===== src/hw/rtl/infix_to_postfix_converter_unit_defines.svh =====
// Assertion macros shared by the infix-to-postfix RTL.
// No dependencies; the including module must provide clk and rst_n.
`ifndef INFIX_TO_POSTFIX_CONVERTER_UNIT_DEFINES_SVH
`define INFIX_TO_POSTFIX_CONVERTER_UNIT_DEFINES_SVH

// Checked only outside reset.
`define ITP_ASSERT(label, prop, msg) \
  label: assert property (@(posedge clk) disable iff (!rst_n) prop) else $error(msg);

// Checked on every edge, reset included.
`define ITP_ASSERT_ALWAYS(label, prop, msg) \
  label: assert property (@(posedge clk) prop) else $error(msg);

`endif


===== src/hw/rtl/itp_pkg.sv =====
// Types, character codes and priority function for the infix-to-postfix unit.
// No dependencies.
package itp_pkg;

  localparam logic [7:0] CH_PLUS  = 8'h2B;
  localparam logic [7:0] CH_MINUS = 8'h2D;
  localparam logic [7:0] CH_STAR  = 8'h2A;
  localparam logic [7:0] CH_SLASH = 8'h2F;
  localparam logic [7:0] CH_OPEN  = 8'h28;
  localparam logic [7:0] CH_CLOSE = 8'h29;
  localparam logic [7:0] CH_SPACE = 8'h20;
  localparam logic [7:0] CH_TAB   = 8'h09;
  localparam logic [7:0] CH_CR    = 8'h0D;
  localparam logic [7:0] CH_DIG_0 = 8'h30;
  localparam logic [7:0] CH_DIG_9 = 8'h39;
  localparam logic [7:0] CH_UP_A  = 8'h41;
  localparam logic [7:0] CH_UP_Z  = 8'h5A;
  localparam logic [7:0] CH_LO_A  = 8'h61;
  localparam logic [7:0] CH_LO_Z  = 8'h7A;

  localparam logic [1:0] PRIO_NONE = 2'd0;
  localparam logic [1:0] PRIO_ADD  = 2'd1;
  localparam logic [1:0] PRIO_MUL  = 2'd2;

  typedef struct packed {
    logic       blank;
    logic       alnum;
    logic       open;
    logic       close;
    logic [1:0] prio;
  } itp_class_t;

  function automatic logic [1:0] prio_of(input logic [7:0] c);
    logic [1:0] p;
    p = PRIO_NONE;
    if (c == CH_PLUS || c == CH_MINUS) p = PRIO_ADD;
    else if (c == CH_STAR || c == CH_SLASH) p = PRIO_MUL;
    return p;
  endfunction

endpackage


===== src/hw/rtl/itp_ram.sv =====
// Generic single-write, single-read RAM with registered read data.
// No dependencies.
module itp_ram #(
  parameter int WIDTH = 8,
  parameter int DEPTH = 32
) (
  input  logic                     clk,
  input  logic                     we,
  input  logic [$clog2(DEPTH)-1:0] waddr,
  input  logic [WIDTH-1:0]         wdata,
  input  logic [$clog2(DEPTH)-1:0] raddr,
  output logic [WIDTH-1:0]         rdata
);

  logic [WIDTH-1:0] mem [DEPTH];

  always_ff @(posedge clk) begin
    if (we) begin
      mem[waddr] <= wdata;
    end
    rdata <= mem[raddr];
  end

endmodule


===== src/hw/rtl/itp_classify.sv =====
// Character classifier: whitespace, alphanumeric, parentheses, operator priority.
// Depends on itp_pkg.
module itp_classify (
  input  logic [7:0]         ch,
  output itp_pkg::itp_class_t cls
);

  always_comb begin
    cls.blank = (ch == itp_pkg::CH_SPACE) ||
                (ch >= itp_pkg::CH_TAB && ch <= itp_pkg::CH_CR);
    cls.alnum = (ch >= itp_pkg::CH_DIG_0 && ch <= itp_pkg::CH_DIG_9) ||
                (ch >= itp_pkg::CH_UP_A && ch <= itp_pkg::CH_UP_Z) ||
                (ch >= itp_pkg::CH_LO_A && ch <= itp_pkg::CH_LO_Z);
    cls.open  = (ch == itp_pkg::CH_OPEN);
    cls.close = (ch == itp_pkg::CH_CLOSE);
    cls.prio  = itp_pkg::prio_of(ch);
  end

endmodule


===== src/hw/rtl/infix_to_postfix_converter_unit.sv =====
// Shunting-yard infix-to-postfix converter: sequencer, operator stack RAM, output register.
// Depends on itp_pkg, itp_ram, itp_classify and the assertion macro header.
//
//  channel | ports                                         | dir | handshake
//  --------+-----------------------------------------------+-----+----------------------
//  in      | in_char, in_end_of_expression                 | in  | in_valid / in_ready
//  out     | out_char, out_char_valid, out_overflow, out_last | out | out_valid / out_ready
//
// After acceptance the item is dispatched: a blank goes straight to finish, an operand to put,
// '(' to push, ')' and any other operator to stack reads; a dropped push emits an overflow word,
// and each popped operator takes a read address, read data and result step through the single
// registered read port of the RAM. A flush on the final character pops every entry on the stack.
// in_ready is high only while the sequencer is idle; one result word sits in a holding
// register so the last mark can be set once the item is known to produce nothing more.
// Reset empties the stack at once; stack contents need no clearing.
// out_ready low stalls the sequencer only when a new result must pass the output register.
`include "infix_to_postfix_converter_unit_defines.svh"

module infix_to_postfix_converter_unit #(
  parameter int STACK_DEPTH = 32
) (
  input  logic       clk,
  input  logic       rst_n,
  input  logic       in_valid,
  output logic       in_ready,
  input  logic [7:0] in_char,
  input  logic       in_end_of_expression,
  output logic       out_valid,
  input  logic       out_ready,
  output logic [7:0] out_char,
  output logic       out_char_valid,
  output logic       out_overflow,
  output logic       out_last
);

  localparam int CW = $clog2(STACK_DEPTH + 1);
  localparam int AW = $clog2(STACK_DEPTH);

  localparam logic [3:0] S_IDLE     = 4'd0;
  localparam logic [3:0] S_DISPATCH = 4'd1;
  localparam logic [3:0] S_RD       = 4'd2;
  localparam logic [3:0] S_RWAIT    = 4'd3;
  localparam logic [3:0] S_PUSH     = 4'd4;
  localparam logic [3:0] S_PUT      = 4'd5;
  localparam logic [3:0] S_FIN      = 4'd6;
  localparam logic [3:0] S_END      = 4'd7;

  localparam logic [1:0] MODE_OP    = 2'd0;
  localparam logic [1:0] MODE_CLOSE = 2'd1;
  localparam logic [1:0] MODE_FLUSH = 2'd2;

  logic [3:0]    state_r, state_nxt;
  logic [3:0]    ret_r, ret_nxt;
  logic [1:0]    mode_r, mode_nxt;
  logic [7:0]    char_r, char_nxt;
  logic          fin_r, fin_nxt;
  logic [CW-1:0] count_r, count_nxt;
  logic [CW-1:0] cnt_dec;

  logic [7:0]    res_char_r, res_char_nxt;
  logic          res_vld_r, res_vld_nxt;
  logic          res_ovf_r, res_ovf_nxt;

  logic [7:0]    hold_char_r, hold_char_nxt;
  logic          hold_vld_r, hold_vld_nxt;
  logic          hold_ovf_r, hold_ovf_nxt;
  logic          hold_v_r, hold_v_nxt;

  logic          out_valid_r;
  logic [7:0]    out_char_r;
  logic          out_char_valid_r;
  logic          out_overflow_r;
  logic          out_last_r;
  logic          out_load;
  logic          out_last_sel;
  logic          out_can;

  logic          ram_we;
  logic [7:0]    ram_rdata;
  logic          nonempty;
  logic          full;

  itp_pkg::itp_class_t char_cls;
  itp_pkg::itp_class_t top_cls;

  itp_classify u_cls_char (.ch(char_r),    .cls(char_cls));
  itp_classify u_cls_top  (.ch(ram_rdata), .cls(top_cls));

  assign cnt_dec = count_r - CW'(1);

  itp_ram #(
    .WIDTH(8),
    .DEPTH(STACK_DEPTH)
  ) u_stack (
    .clk  (clk),
    .we   (ram_we),
    .waddr(count_r[AW-1:0]),
    .wdata(char_r),
    .raddr(cnt_dec[AW-1:0]),
    .rdata(ram_rdata)
  );

  assign nonempty = (count_r != '0);
  assign full     = (count_r == CW'(STACK_DEPTH));
  assign out_can  = !out_valid_r || out_ready;
  assign in_ready = (state_r == S_IDLE);

  always_comb begin
    state_nxt     = state_r;
    ret_nxt       = ret_r;
    mode_nxt      = mode_r;
    char_nxt      = char_r;
    fin_nxt       = fin_r;
    count_nxt     = count_r;
    res_char_nxt  = res_char_r;
    res_vld_nxt   = res_vld_r;
    res_ovf_nxt   = res_ovf_r;
    hold_char_nxt = hold_char_r;
    hold_vld_nxt  = hold_vld_r;
    hold_ovf_nxt  = hold_ovf_r;
    hold_v_nxt    = hold_v_r;
    out_load      = 1'b0;
    out_last_sel  = 1'b0;
    ram_we        = 1'b0;
    case (state_r)
      S_IDLE: begin
        if (in_valid) begin
          char_nxt  = in_char;
          fin_nxt   = in_end_of_expression;
          state_nxt = S_DISPATCH;
        end
      end
      S_DISPATCH: begin
        if (char_cls.blank) begin
          state_nxt = S_FIN;
        end else if (char_cls.alnum) begin
          res_char_nxt = char_r;
          res_vld_nxt  = 1'b1;
          res_ovf_nxt  = 1'b0;
          ret_nxt      = S_FIN;
          state_nxt    = S_PUT;
        end else if (char_cls.open) begin
          state_nxt = S_PUSH;
        end else if (char_cls.close) begin
          mode_nxt  = MODE_CLOSE;
          state_nxt = S_RD;
        end else begin
          mode_nxt  = MODE_OP;
          state_nxt = S_RD;
        end
      end
      S_RD: begin
        state_nxt = S_RWAIT;
      end
      S_RWAIT: begin
        // top of stack is on ram_rdata now
        case (mode_r)
          MODE_OP: begin
            if (nonempty && (top_cls.prio >= char_cls.prio)) begin
              count_nxt    = cnt_dec;
              res_char_nxt = ram_rdata;
              res_vld_nxt  = 1'b1;
              res_ovf_nxt  = 1'b0;
              ret_nxt      = S_RD;
              state_nxt    = S_PUT;
            end else begin
              state_nxt = S_PUSH;
            end
          end
          MODE_CLOSE: begin
            if (nonempty && !top_cls.open) begin
              count_nxt    = cnt_dec;
              res_char_nxt = ram_rdata;
              res_vld_nxt  = 1'b1;
              res_ovf_nxt  = 1'b0;
              ret_nxt      = S_RD;
              state_nxt    = S_PUT;
            end else begin
              if (nonempty) count_nxt = cnt_dec;  // drop the matching '('
              state_nxt = S_FIN;
            end
          end
          default: begin
            if (nonempty) begin
              count_nxt    = cnt_dec;
              res_char_nxt = ram_rdata;
              res_vld_nxt  = 1'b1;
              res_ovf_nxt  = 1'b0;
              ret_nxt      = S_RD;
              state_nxt    = S_PUT;
            end else begin
              state_nxt = S_END;
            end
          end
        endcase
      end
      S_PUSH: begin
        if (full) begin
          res_char_nxt = '0;
          res_vld_nxt  = 1'b0;
          res_ovf_nxt  = 1'b1;
          ret_nxt      = S_FIN;
          state_nxt    = S_PUT;
        end else begin
          ram_we    = 1'b1;
          count_nxt = count_r + CW'(1);
          state_nxt = S_FIN;
        end
      end
      S_PUT: begin
        // previous held word goes out before the new one takes its place
        if (!hold_v_r || out_can) begin
          out_load      = hold_v_r;
          hold_char_nxt = res_char_r;
          hold_vld_nxt  = res_vld_r;
          hold_ovf_nxt  = res_ovf_r;
          hold_v_nxt    = 1'b1;
          state_nxt     = ret_r;
        end
      end
      S_FIN: begin
        if (fin_r) begin
          mode_nxt  = MODE_FLUSH;
          state_nxt = S_RD;
        end else begin
          state_nxt = S_END;
        end
      end
      S_END: begin
        if (!fin_r && !hold_v_r) begin
          state_nxt = S_IDLE;
        end else if (out_can) begin
          out_load     = 1'b1;
          out_last_sel = fin_r;
          hold_v_nxt   = 1'b0;
          state_nxt    = S_IDLE;
        end
      end
      default: begin
        state_nxt = S_IDLE;
      end
    endcase
  end

  always_ff @(posedge clk) begin
    if (!rst_n) begin
      state_r     <= S_IDLE;
      count_r     <= '0;
      hold_v_r    <= 1'b0;
      out_valid_r <= 1'b0;
    end else begin
      state_r  <= state_nxt;
      count_r  <= count_nxt;
      hold_v_r <= hold_v_nxt;
      if (out_load) begin
        out_valid_r <= 1'b1;
      end else if (out_ready) begin
        out_valid_r <= 1'b0;
      end
    end
  end

  always_ff @(posedge clk) begin
    ret_r       <= ret_nxt;
    mode_r      <= mode_nxt;
    char_r      <= char_nxt;
    fin_r       <= fin_nxt;
    res_char_r  <= res_char_nxt;
    res_vld_r   <= res_vld_nxt;
    res_ovf_r   <= res_ovf_nxt;
    hold_char_r <= hold_char_nxt;
    hold_vld_r  <= hold_vld_nxt;
    hold_ovf_r  <= hold_ovf_nxt;
    if (out_load) begin
      // empty word with the last mark when nothing is held
      out_char_r       <= hold_v_r ? hold_char_r : '0;
      out_char_valid_r <= hold_v_r & hold_vld_r;
      out_overflow_r   <= hold_v_r & hold_ovf_r;
      out_last_r       <= out_last_sel;
    end
  end

  assign out_valid      = out_valid_r;
  assign out_char       = out_char_r;
  assign out_char_valid = out_char_valid_r;
  assign out_overflow   = out_overflow_r;
  assign out_last       = out_last_r;

  `ITP_ASSERT(a_count_range, count_r <= CW'(STACK_DEPTH), "stack count above depth")
  `ITP_ASSERT(a_push_room, ram_we |-> !full, "push into a full stack")
  `ITP_ASSERT(a_idle_no_hold, (state_r == S_IDLE) |-> !hold_v_r, "held word left at idle")
  `ITP_ASSERT(a_flush_empty, (state_r == S_END && fin_r) |-> !nonempty, "stack left after flush")
  `ITP_ASSERT(a_accept_dispatch, (in_valid && in_ready) |=> (state_r == S_DISPATCH), "no dispatch")

endmodule


===== config.mk =====
export PLATFORM = sky130hd
export DESIGN_NAME = infix_to_postfix_converter_unit
export DESIGN_NICKNAME = d
export VERILOG_FILES = /design/src/hw/rtl/itp_pkg.sv /design/src/hw/rtl/itp_ram.sv /design/src/hw/rtl/itp_classify.sv /design/src/hw/rtl/infix_to_postfix_converter_unit.sv
export VERILOG_INCLUDE_DIRS = /design/src /design/src/hw/rtl
export SDC_FILE = /design/constraint.sdc
export NUM_CORES = 1
export LEC_CHECK = 0
export BUFFER_PORTS_ARGS = -buffer_cell sky130_fd_sc_hd__buf_2
export CAP_MARGIN = 20
export CORE_MARGIN = 8
export CORE_UTILIZATION = 57
export DETAILED_ROUTE_END_ITERATION = 10
export PLACE_DENSITY = 0.75
export SETUP_SLACK_MARGIN = 0.3
export SYNTH_ARGS = -nofsm -noshare
export SYNTH_HDL_FRONTEND = slang
export SYNTH_SLANG_ARGS = --single-unit

===== constraint.sdc =====
create_clock -name clk -period 9.5 [get_ports clk]
set_clock_uncertainty 0.2 [all_clocks]
set_input_delay 0.95 -clock clk [delete_from_list [all_inputs] [get_ports clk]]
set_output_delay 0.95 -clock clk [all_outputs]
set_load 0.05 [all_outputs]

==> results of run 1 <==
[area by class of cell]
cell class / instances / area share [%]
tap: 285 / 2.45
multi-input combinational: 406 / 23.7
clock buffer: 35 / 5.43
inverter: 10 / 0.258
sequential: 318 / 64.3
timing repair buffer: 45 / 2.11
clock inverter: 23 / 1.83
[through the flow]
step / std cells / cell area, um2 / power (mW)
2_1_floorplan: 780 / 13000 / 1.72
3_3_place_gp: 1056 / 13400 / 1.77
3_5_place_dp: 1060 / 13400 / 1.77
4_1_cts: 1118 / 14500 / 3.01
5_1_grt: 1122 / 14600 / 3.10
6_report: 1122 / 14600 / 3.01
[routing by layer]
metal | vias to the layer above | routed length [um] | share of wire, % | global-route usage (%)
met5 | - | 0 | 0 | 0
met4 | 0 | 1120 | 4.2 | 8.31
met3 | 72 | 2000 | 7.6 | 4.09
met2 | 326 | 12800 | 48 | 30.8
met1 | 3561 | 10600 | 40 | 24.0
li1 | 3134 | - | - | -
[path summary, 6_finish.rpt]
| path | cells past startpoint | start | slack [ps] | endpoint |
|---|---|---|---|---|
| max | 7 | count_r[0]$_SDFFE_PN0P_ | 5520 | u_stack.rdata[7]$_DFF_P_ |
| min | 0 | res_char_r[7]$_DFFE_PP_ | 220 | hold_char_r[7]$_DFFE_PP_ |
| max reg2reg | 7 | count_r[0]$_SDFFE_PN0P_ | 5520 | u_stack.rdata[7]$_DFF_P_ |
| min reg2reg | 0 | res_char_r[7]$_DFFE_PP_ | 220 | hold_char_r[7]$_DFFE_PP_ |
[power by group]
group	total, mW	switching, mW	leakage (nW)	internal (mW)
Clock	1.26	0.499	0.517	0.759
Combinational	0.155	0.100	1.36	0.0546
Sequential	1.59	0.0268	2.86	1.57
Total	3.01	0.626	4.73	2.38
[logic make-up (layout without fill, tap and decap cells)]
kind of cell    count (synthesis)  count (layout)  synth area share, %
compound gates                104             104                 5.28
mux                            68              68                 11.4
fa+ha+maj                       7               7                0.671
flops                         318             318                 71.7
simple gates                  219             219                 8.21
xor+xnor                        8               8                0.537
buf+inv                        56             113                 2.16
[flip-flops by register name (all words and copies together), names as in the netlist, 2 cells and up]
name           flops
u_stack.mem      256
char_r             8
hold_char_r        8
out_char           8
res_char_r         8
u_stack.rdata      8
count_r            6
state_r            3
mode_r             2
[critical path, cell delays in order, from the launching register on]
cell and delay [ps]:
dfxtp_4 750, inv_1 230, ha_2 920, buf_4 560, mux4_1 410, nand2_1 120, a21oi_1 110, or4_1 520
[placed cells by master (no fill, tap or decap), types with 15 or more instances in the layout]
cell type	n
nor2_1	41
clkbuf_16	31
buf_2	26
a21oi_1	48
mux4_2	62
nand2_1	89
buf_4	15
nor3_1	20
edfxtp_1	299
dfxtp_1	18
==> summary.md, run 1 <==
| Metric | Value |
|---|---|
| Register area share after synthesis | ~72% |
| Fmax achieved | 252 MHz |
| Final worst setup slack | around 5500 ps |
| Starting Density | around 58% |
| Drt wl/cell | between 20 and 25 um |
| Register Area | 9360 um2 |
| Top cell type's share of synthesized area | 68.8% |
| Critical Path Start Type | register |
| Fin util | 64.5% |
| Seq cells post-synth | 318 |
| CTS max path bufs | 3 |
| Area of the core | around 23,000 um2 |
| Critical-path maximum fanout | 36 |
| Initial antenna violation count | 0 |
| PD cells | roughly 210 nW/um2 |
| Setup bufs post-CTS | 0 |
| Syn nets | 800 |
| Pleak | approximately 4.7 nW |
| Min Tclk post-route | approximately 4000 ps |
| Grt ovf | 0 |
| Post-synth top area cell | edfxtp_1 |
| FFs w/ async S/R, synth | 0% |
| Multi-input logic area | between 3000 and 4000 um2 |
| Placer Congestion | 0.851 |
| Hold Buf Count CTS | 0 |
| Fillcell total | 1,536 |
| Reg clk slew, reported paths | approximately 60 ps |
| # rows | 55 |
| CP Capture Type | register |
| Largest net degree at the start of global routing | 43 |
| Unique masters post-synth | 64 |
| Hold violation count in the final report | 0 |
| Post-DRT Antenna Nets | 0 |
| Main synth FF type | edfxtp_1 |
| Routed vias | ~7,000 |
| Vias in the first global route | ~7,200 |
| Vias/cell | between 6 and 7 |
| Die ar. | approximately 28,000 um2 |
| Detailed Place HPWL | approximately 17,000 um |
| Total GRT Usage | around a fifth |
| DR iter-0 viols | between 700 and 800 |
| Pins Over Slew Limit | 0 |
| Final worst path period share | 41.9% |
| Min-delay worst type | reg2reg |
| Post-synth EDFFs | ~300 |
| CP Data Arrival Time | 4210 ps |
| Count of final setup violators | 0 |
| Most common cell in the synthesized netlist | edfxtp_1 |
| Yosys warnings | 0 |
| Pre-CTS setup slack | 5490 ps |
| Layout cells sized above 1 | between 20% and 30% |
| Worst-margin pin slew | 1070 ps |
| # diodes | 0 |
| RSZ-0062 raised after global routing | no |
| Chip width | approximately 170 um |
| Pre-antenna DRT Iters | 5 |
| Setup TNS | 0 ps |
| WL final | 26,500 um |
| Htree depth | 1 |
| Post-cts sizing count | 0 |
| Max cap viols | 0 |
| Clock Root Buffer | clkbuf_16 |
| Num Clock Sinks | roughly 320 |
| Rel. slew slack | between 20 and 30% |
| Ports | 26 |
| Nets | around 830 |
| Worst Hold Slack | approximately 220 ps |
| Max VDD drop | about 0.00015 V |
| TritonCTS buffer count | 31 |
| Top post-synthesis cells by area | edfxtp_1 (69%), mux4_2 (11%), dfxtp_1 (2.9%) |
| Synthesized area | 13,000 um2 |
| Req. time, crit path | 9730 ps |
| Die Y | about 170 um |
| Syn avg cell area | about 17 um2 |
| First-pass GRT wire length | ~40,000 um |
| Clk_lat worst skew | 560 ps |
| Most instantiated cells after synthesis | edfxtp_1 (299), nand2_1 (89), mux4_2 (62) |
| Status | complete, no violations |
| Residual DRC | 0 |
| Port bufs | 25 |
| CP Class | reg2reg |
| Syn Inst Count | roughly 800 |
| Area Overhead vs Synth | 11.7% |
| CTS tree | done |
Power figures use the tool's default switching activity.
==> run 2, diff against run 1 <==
--- a/config.mk
+++ b/config.mk
@@ -6,6 +6,7 @@
 export SDC_FILE = /design/constraint.sdc
 export NUM_CORES = 1
 export LEC_CHECK = 0
+export ABC_AREA = 1
 export BUFFER_PORTS_ARGS = -buffer_cell sky130_fd_sc_hd__buf_2
 export CAP_MARGIN = 20
 export CORE_MARGIN = 8
==> constraint.sdc (replaced) <==
create_clock -name clk -period 3.92 [get_ports clk]
set_clock_uncertainty 0.2 [all_clocks]
set_input_delay 0.392 -clock clk [delete_from_list [all_inputs] [get_ports clk]]
set_output_delay 0.392 -clock clk [all_outputs]
set_load 0.05 [all_outputs]
==> run 2 against run 1 <==
  * Synthesized cell count rose by 39%
  * Largest power group unchanged
  * Via count rose by 22%
  * First-iteration DRC count rose by 41%
  * Die area rose by 0.60%
  * Setup slack got worse by 4800 ps
  * Fmax rose by 26%
==> summary.md, run 2 <==
| Metric | Value |
|---|---|
| Vias in the first global route | 8,759 (+22%) |
| Status | complete, no violations |
| Setup TNS | 0 ps (unchanged) |
| Starting Density | 58.0% (+0.21 points) |
| Worst Path Buf+Inv | 2 (unchanged) |
| Routed vias | 8,637 (+22%) |
| Seq cells post-synth | 318 (unchanged) |
| RSZ-0062 raised after global routing | no |
| Reg clk slew, reported paths | 70 ps (about the same) |
| First-pass GRT wire length | 47,800 um (+17%) |
| Nets | 1,136 (+37%) |
| CTS tree | done |
| Largest Register | u_stack.mem |
| Post-DRT Antenna Nets | 0 (unchanged) |
| Post-cts sizing count | 0 (unchanged) |
| Yosys warnings | 0 (unchanged) |
| Largest net degree at the start of global routing | 99 (+130%) |
| Clk_lat worst skew | 560 ps (about the same) |
| Htree depth | 1 (unchanged) |
| Chip width | 168 um (+0.30%) |
| Die ar. | 28,200 um2 (+0.60%) |
| Min Tclk post-route | 3150 ps (-826 ps) |
| Placer Congestion | 0.861 (+1.2%) |
| Critical Path Start Type | register |
| Critical Path Stages | 5 (-2) |
| CTS max path bufs | 3 (unchanged) |
| Num Clock Sinks | 318 (unchanged) |
| Critical-path maximum fanout | 89 (+150%) |
| Max FFs per register | 256 (unchanged) |
| Most common cell after layout, fill and taps aside | edfxtp_1 |
| Hold depth | 5 (+5) |
| Pins Over Slew Limit | 0 (unchanged) |
| Req. time, crit path | 3910 ps (-5820 ps) |
| Crit-path slowest cell | nor2_1 |
| Final worst path period share | 80.4% (+39 points) |
| Critical Path, Cell by Cell | clkinv_2, buf_4, ha_1, nand2_1, nor2_1 |
| Die Y | 168 um (+0.30%) |
| Hold violation count in the final report | 0 (unchanged) |
| CP Class | reg2reg |
| Layout cells sized above 1 | 10.3% (-10 points) |
| Syn Inst Count | 1,085 (+39%) |
| Max VDD drop | 0.000453 V (+210%) |
| Pleak | 5.11 nW (+8.0%) |
| Register area share after synthesis | 71.3% (-0.48 points) |
| TritonCTS buffer count | 31 (unchanged) |
| DR iter-0 viols | 995 (+41%) |
| Max cap viols | 0 (unchanged) |
| Area of the core | 22,600 um2 (+0.31%) |
| Count of final setup violators | 0 (unchanged) |
| Syn avg cell area | 12.1 um2 (-28%) |
| # rows | 55 (unchanged) |
| Crit-path max cell delay | 700 ps (-220 ps) |
| Most instantiated cells after synthesis | edfxtp_1 (299), nor2_1 (202), o21ai_0 (136) |
| Fillcell total | 1,683 (+9.6%) |
| Unique masters post-synth | 36 (-44%) |
| Detailed Place HPWL | 18,500 um (+11%) |
| WL final | 30,500 um (+15%) |
| Syn nets | 1,105 (+38%) |
| Fmax achieved | 317 MHz (+26%) |
| Drt wl/cell | 21.4 um (-9.3%) |
| PD cells | 582 nW/um2 (+180%) |
| Total GRT Usage | 21.6% (+2.8 points) |
| Residual DRC | 0 (unchanged) |
| Setup bufs post-CTS | 0 (unchanged) |
| FFs w/ async S/R, synth | 0% (unchanged) |
| Min-delay worst type | in2reg |
| Worst Hold Slack | 41.4 ps (-178 ps) |
| Vias/cell | 6.05 (-4.3%) |
| Synthesized area | 13,100 um2 (+0.67%) |
| Grt ovf | 0 (unchanged) |
| Post-synth top area cell | edfxtp_1 |
| Area Overhead vs Synth | 11.1% |
| Reg2Reg Depth | 5 (-2) |
| CP Data Arrival Time | 3140 ps (-1070 ps) |
| CP Capture Type | register |
| Worst-margin pin slew | 977 ps (-88.1 ps) |
| Rel. slew slack | 34.6% (+5.7 points) |
| Top post-synthesis cells by area | edfxtp_1 (68%), nor2_1 (5.8%), o21ai_0 (5.2%) |
| CP delay by family, top | simple AND/OR/NAND/NOR gates |
| Port bufs | 25 (unchanged) |
| Top cell type's share of synthesized area | 68.4% (-0.46 points) |
| Main synth FF type | edfxtp_1 |
| Most common cell in the synthesized netlist | edfxtp_1 |
| Pre-antenna DRT Iters | 6 (+1) |
| Post-synth EDFFs | 299 (unchanged) |
| Initial antenna violation count | 0 (unchanged) |
| Clock Root Buffer | clkbuf_16 |
| Most frequent cells in the layout | edfxtp_1 (299), nor2_1 (202), o21ai_0 (136) |
| Ports | 26 (unchanged) |
run 2: cell types whose count changed in the layout (fill, tap and decap cells not counted), sizes merged, moves of 10 or more:
cell | before | now
a21oi | 50 | 10
and2 | 12 | 0
dlygate4sd3 | 0 | 10
inv | 10 | 69
mux4 | 64 | 0
nand2 | 89 | 115
nand3 | 11 | 46
nor2 | 42 | 203
nor3 | 21 | 6
o211ai | 0 | 23
o21ai | 12 | 150
o221ai | 0 | 40
o22ai | 1 | 25
run 2: kinds of logic after synthesis:
logic type | count (synthesis) | synth area share (%)
compound gates | 253 | 11.6
buf+inv | 126 | 4.28
simple gates | 375 | 11.6
xor+xnor | 6 | 0.657
flops | 318 | 71.3
fa+ha+maj | 7 | 0.667
run 2: path summary, 6_finish.rpt:
path / start / end / slack, ps
min: out_ready / state_r[1]$_SDFFE_PN0P_ / 40
max reg2reg: count_r[0]$_SDFFE_PN0P_ / u_stack.mem[18][3]$_DFFE_PP_ / 770
max: count_r[0]$_SDFFE_PN0P_ / u_stack.mem[18][3]$_DFFE_PP_ / 770
min reg2reg: res_char_r[2]$_DFFE_PP_ / hold_char_r[2]$_DFFE_PP_ / 210
run 2: worst reg2reg max path, stage by stage (launching register included):
cell and delay (ps):
dfxtp_4 460, clkinv_2 120, buf_4 680, ha_1 290, nand2_1 330, nor2_1 700
run 2: stage by stage:
stage	setup slack, ps	util (%)	total power [mW]	std cells	cell area (um2)
2_1_floorplan	584	-	5.14	1085	13100
3_3_place_gp	912	59.6	5.59	1358	13500
3_5_place_dp	833	59.6	5.63	1358	13500
4_1_cts	817	64.4	8.48	1426	14600
5_1_grt	618	64.4	8.80	1426	14600
6_report	770	64.5	8.49	1427	14600
run 2: cell type report:
| class | instances | area, um2 | share of cell area (%) |
|---|---|---|---|
| sequential | 318 | 9360 | 64.2 |
| inverter | 69 | 263 | 1.80 |
| antenna | 1 | 2.50 | 0.0171 |
| timing repair buffer | 55 | 388 | 2.66 |
| tap | 285 | 357 | 2.44 |
| clock buffer | 37 | 828 | 5.68 |
| multi-input combinational | 641 | 3230 | 22.1 |
| clock inverter | 21 | 164 | 1.12 |
run 2: timing repair:
item,in CTS,in global routing
hold buffers,10,0
endpoints found under the hold margin,15,0
endpoints found under the setup margin,0,0
run 2: power by group:
part / internal, mW / switching (mW)
logic: 0.434 / 1.11
registers: 3.94 / 0.110
clock network: 1.64 / 1.25
run 2: per-layer routing:
| metal | GRT usage [%] | wire length [um] |
|---|---|---|
| met1 | 28.4 | 12400 |
| met2 | 36.2 | 15000 |
| met3 | 3.39 | 2480 |
| met4 | 7.73 | 710 |
| met5 | 0 | 0 |
==> run 3, diff against run 2 <==
==> constraint.sdc (replaced) <==
create_clock -name clk -period 3.3 [get_ports clk]
set_clock_uncertainty 0.2 [all_clocks]
set_input_delay 0.33 -clock clk [delete_from_list [all_inputs] [get_ports clk]]
set_output_delay 0.33 -clock clk [all_outputs]
set_load 0.05 [all_outputs]
==> run 3 against run 2 <==
  * Clock power up 25%
  * Via count increased by 1.0%
  * Wire length fell by 1.4%
  * Die area unchanged
  * Critical endpoint is now u_stack.rdata[6]$_DFF_P_
  * Register-to-register slack worse by 220 ps
==> summary.md, run 3 (synthesis gave the netlist of run 2 again) <==
| Metric | Value |
|---|---|
| Reg clk slew, reported paths | 60 ps (about the same) |
| Most used cell, CP | nand2_1 |
| Worst-margin pin slew | 899 ps (-78.5 ps) |
| Final worst setup slack | 547 ps (-223 ps) |
| Initial antenna violation count | 0 (unchanged) |
| Starting Density | 58.0% (unchanged) |
| Hold violation count in the final report | 0 (unchanged) |
| Max VDD drop | 0.000608 V (+34%) |
| Rel. slew slack | 39.8% (+5.3 points) |
| Largest net degree at the start of global routing | 88 (-11%) |
| Count of final setup violators | 0 (unchanged) |
| Post-cts sizing count | 0 (unchanged) |
| Status | complete, no violations |
| Most common cell after layout, fill and taps aside | edfxtp_1 |
| Critical Path Start Type | register |
| DR iter-0 viols | 1,098 (+10%) |
| Req. time, crit path | 3550 ps (-360 ps) |
| WL final | 30,100 um (-1.4%) |
| DP Area | 13,800 um2 (+1.9%) |
| Setup TNS | 0 ps (unchanged) |
| # rows | 55 (unchanged) |
| Fmax achieved | 363 MHz (+14%) |
| CP Class | reg2reg |
| Placed insts | 1,391 (+2.4%) |
| Die Y | 168 um (unchanged) |
| Crit-path slowest cell | buf_4 |
| R2R Setup Slk | 550 ps (-220 ps) |
| Total GRT Usage | 21.1% (-0.56 points) |
| Vias in the first global route | 8,480 (-3.2%) |
| Crit-path max cell delay | 620 ps (-80 ps) |
| Htree depth | 2 (+1) |
| Min-delay worst type | in2reg |
| Most frequent cells in the layout | edfxtp_1 (299), nor2_1 (202), o21ai_0 (136) |
| Max FFs per register | 256 (unchanged) |
| Clk_lat worst skew | 510 ps (-50 ps) |
| Worst Hold Slack | 33.6 ps (-7.74 ps) |
| Pre-CTS setup slack | 620 ps (-214 ps) |
| Fin util | 65.9% (+1.5 points) |
| Port bufs | 25 (unchanged) |
| CTS max path bufs | 3 (unchanged) |
| Tot Pwr | 10.3 mW (+21%) |
| Critical Path Stages | 8 (+3) |
| Drt wl/cell | 20.6 um (-3.8%) |
| Vias/cell | 5.97 (-1.4%) |
| Residual DRC | 0 (unchanged) |
| # diodes | 0 (-1) |
| Nets | 1,172 (+3.2%) |
| CP Capture Type | register |
| CP Data Arrival Time | 3000 ps (-140 ps) |
| Critical Path, Cell by Cell | buf_4, buf_4, o21ai_0, o221ai_1, nand3_1, nand2_1, nand2_1, nand2_1 |
| Min Tclk post-route | 2750 ps (-397 ps) |
| Final worst path period share | 83.4% (+3.1 points) |
| Finished Layout Cells | 1,462 (+2.5%) |
| Area of the core | 22,600 um2 (unchanged) |
| Detailed Place HPWL | 18,500 um (-0.47%) |
| TritonCTS buffer count | 34 (+9.7%) |
| Largest Register | u_stack.mem |
| Placer Congestion | 0.909 (+5.6%) |
| Pins Over Slew Limit | 0 (unchanged) |
| Fin area | 14,900 um2 (+2.3%) |
| Worst Path Buf+Inv | 2 (unchanged) |
| Hold Buf Count CTS | 10 (unchanged) |
| Grt ovf | 0 (unchanged) |
| Fillcell total | 1,585 (-5.8%) |
| Hold depth | 5 (unchanged) |
| Ports | 26 (unchanged) |
| Layout cells sized above 1 | 12.7% (+2.5 points) |
| Num Clock Sinks | 318 (unchanged) |
| Max cap viols | 0 (unchanged) |
| Post-DRT Antenna Nets | 0 (unchanged) |
| Setup bufs post-CTS | 0 (unchanged) |
| Clock Root Buffer | clkbuf_16 |
| Chip width | 168 um (unchanged) |
| CP delay by family, top | buffers and inverters |
| Pre-antenna DRT Iters | 5 (-1) |
| PD cells | 690 nW/um2 (+19%) |
| First-pass GRT wire length | 46,400 um (-2.9%) |
| Pleak | 5.33 nW (+4.2%) |
| Routed vias | 8,725 (+1.0%) |
| Die ar. | 28,200 um2 (unchanged) |
| Area Overhead vs Synth | 13.6% |
| Reg2Reg Depth | 8 (+3) |
| Critical-path maximum fanout | 69 (-22%) |
| RSZ-0062 raised after global routing | no |
| CTS tree | done |
[run 3: layout make-up]
| cell class | instances | area [um2] | share of cell area (%) |
|---|---|---|---|
| Sequential cell | 318 | 9360 | 62.7 |
| Inverter | 69 | 263 | 1.76 |
| Multi-Input combinational cell | 641 | 3230 | 21.7 |
| Clock buffer | 54 | 1030 | 6.88 |
| Timing Repair Buffer | 88 | 636 | 4.26 |
| Tap cell | 285 | 357 | 2.39 |
| Clock inverter | 7 | 43.8 | 0.293 |
[run 3: worst paths after layout]
kind / end / from
worst max-delay path: u_stack.rdata[6]$_DFF_P_ / count_r[0]$_SDFFE_PN0P_
worst min-delay path: state_r[1]$_SDFFE_PN0P_ / out_ready
worst max register to register: u_stack.rdata[6]$_DFF_P_ / count_r[0]$_SDFFE_PN0P_
worst min register to register: hold_char_r[6]$_DFFE_PP_ / res_char_r[6]$_DFFE_PP_
[run 3: worst min-delay path, delay by kind of cell]
family          cells  cell delay [ps]
compound gates      1               70
buf+inv             1               70
simple gates        3              220
[run 3: where the power goes]
| part | leakage, nW | switching (mW) | internal [mW] |
|---|---|---|---|
| clock | 0.524 | 1.47 | 2.14 |
| combinational | 1.95 | 1.37 | 0.534 |
| sequential | 2.85 | 0.0981 | 4.68 |
[run 3: metal layers]
metal	vias up	routed length [um]	GRT usage (%)
li1	4064	-	-
met1	4157	12700	28.5
met2	424	13900	33.3
met3	80	2430	3.67
met4	0	1050	8.89
met5	-	0	0
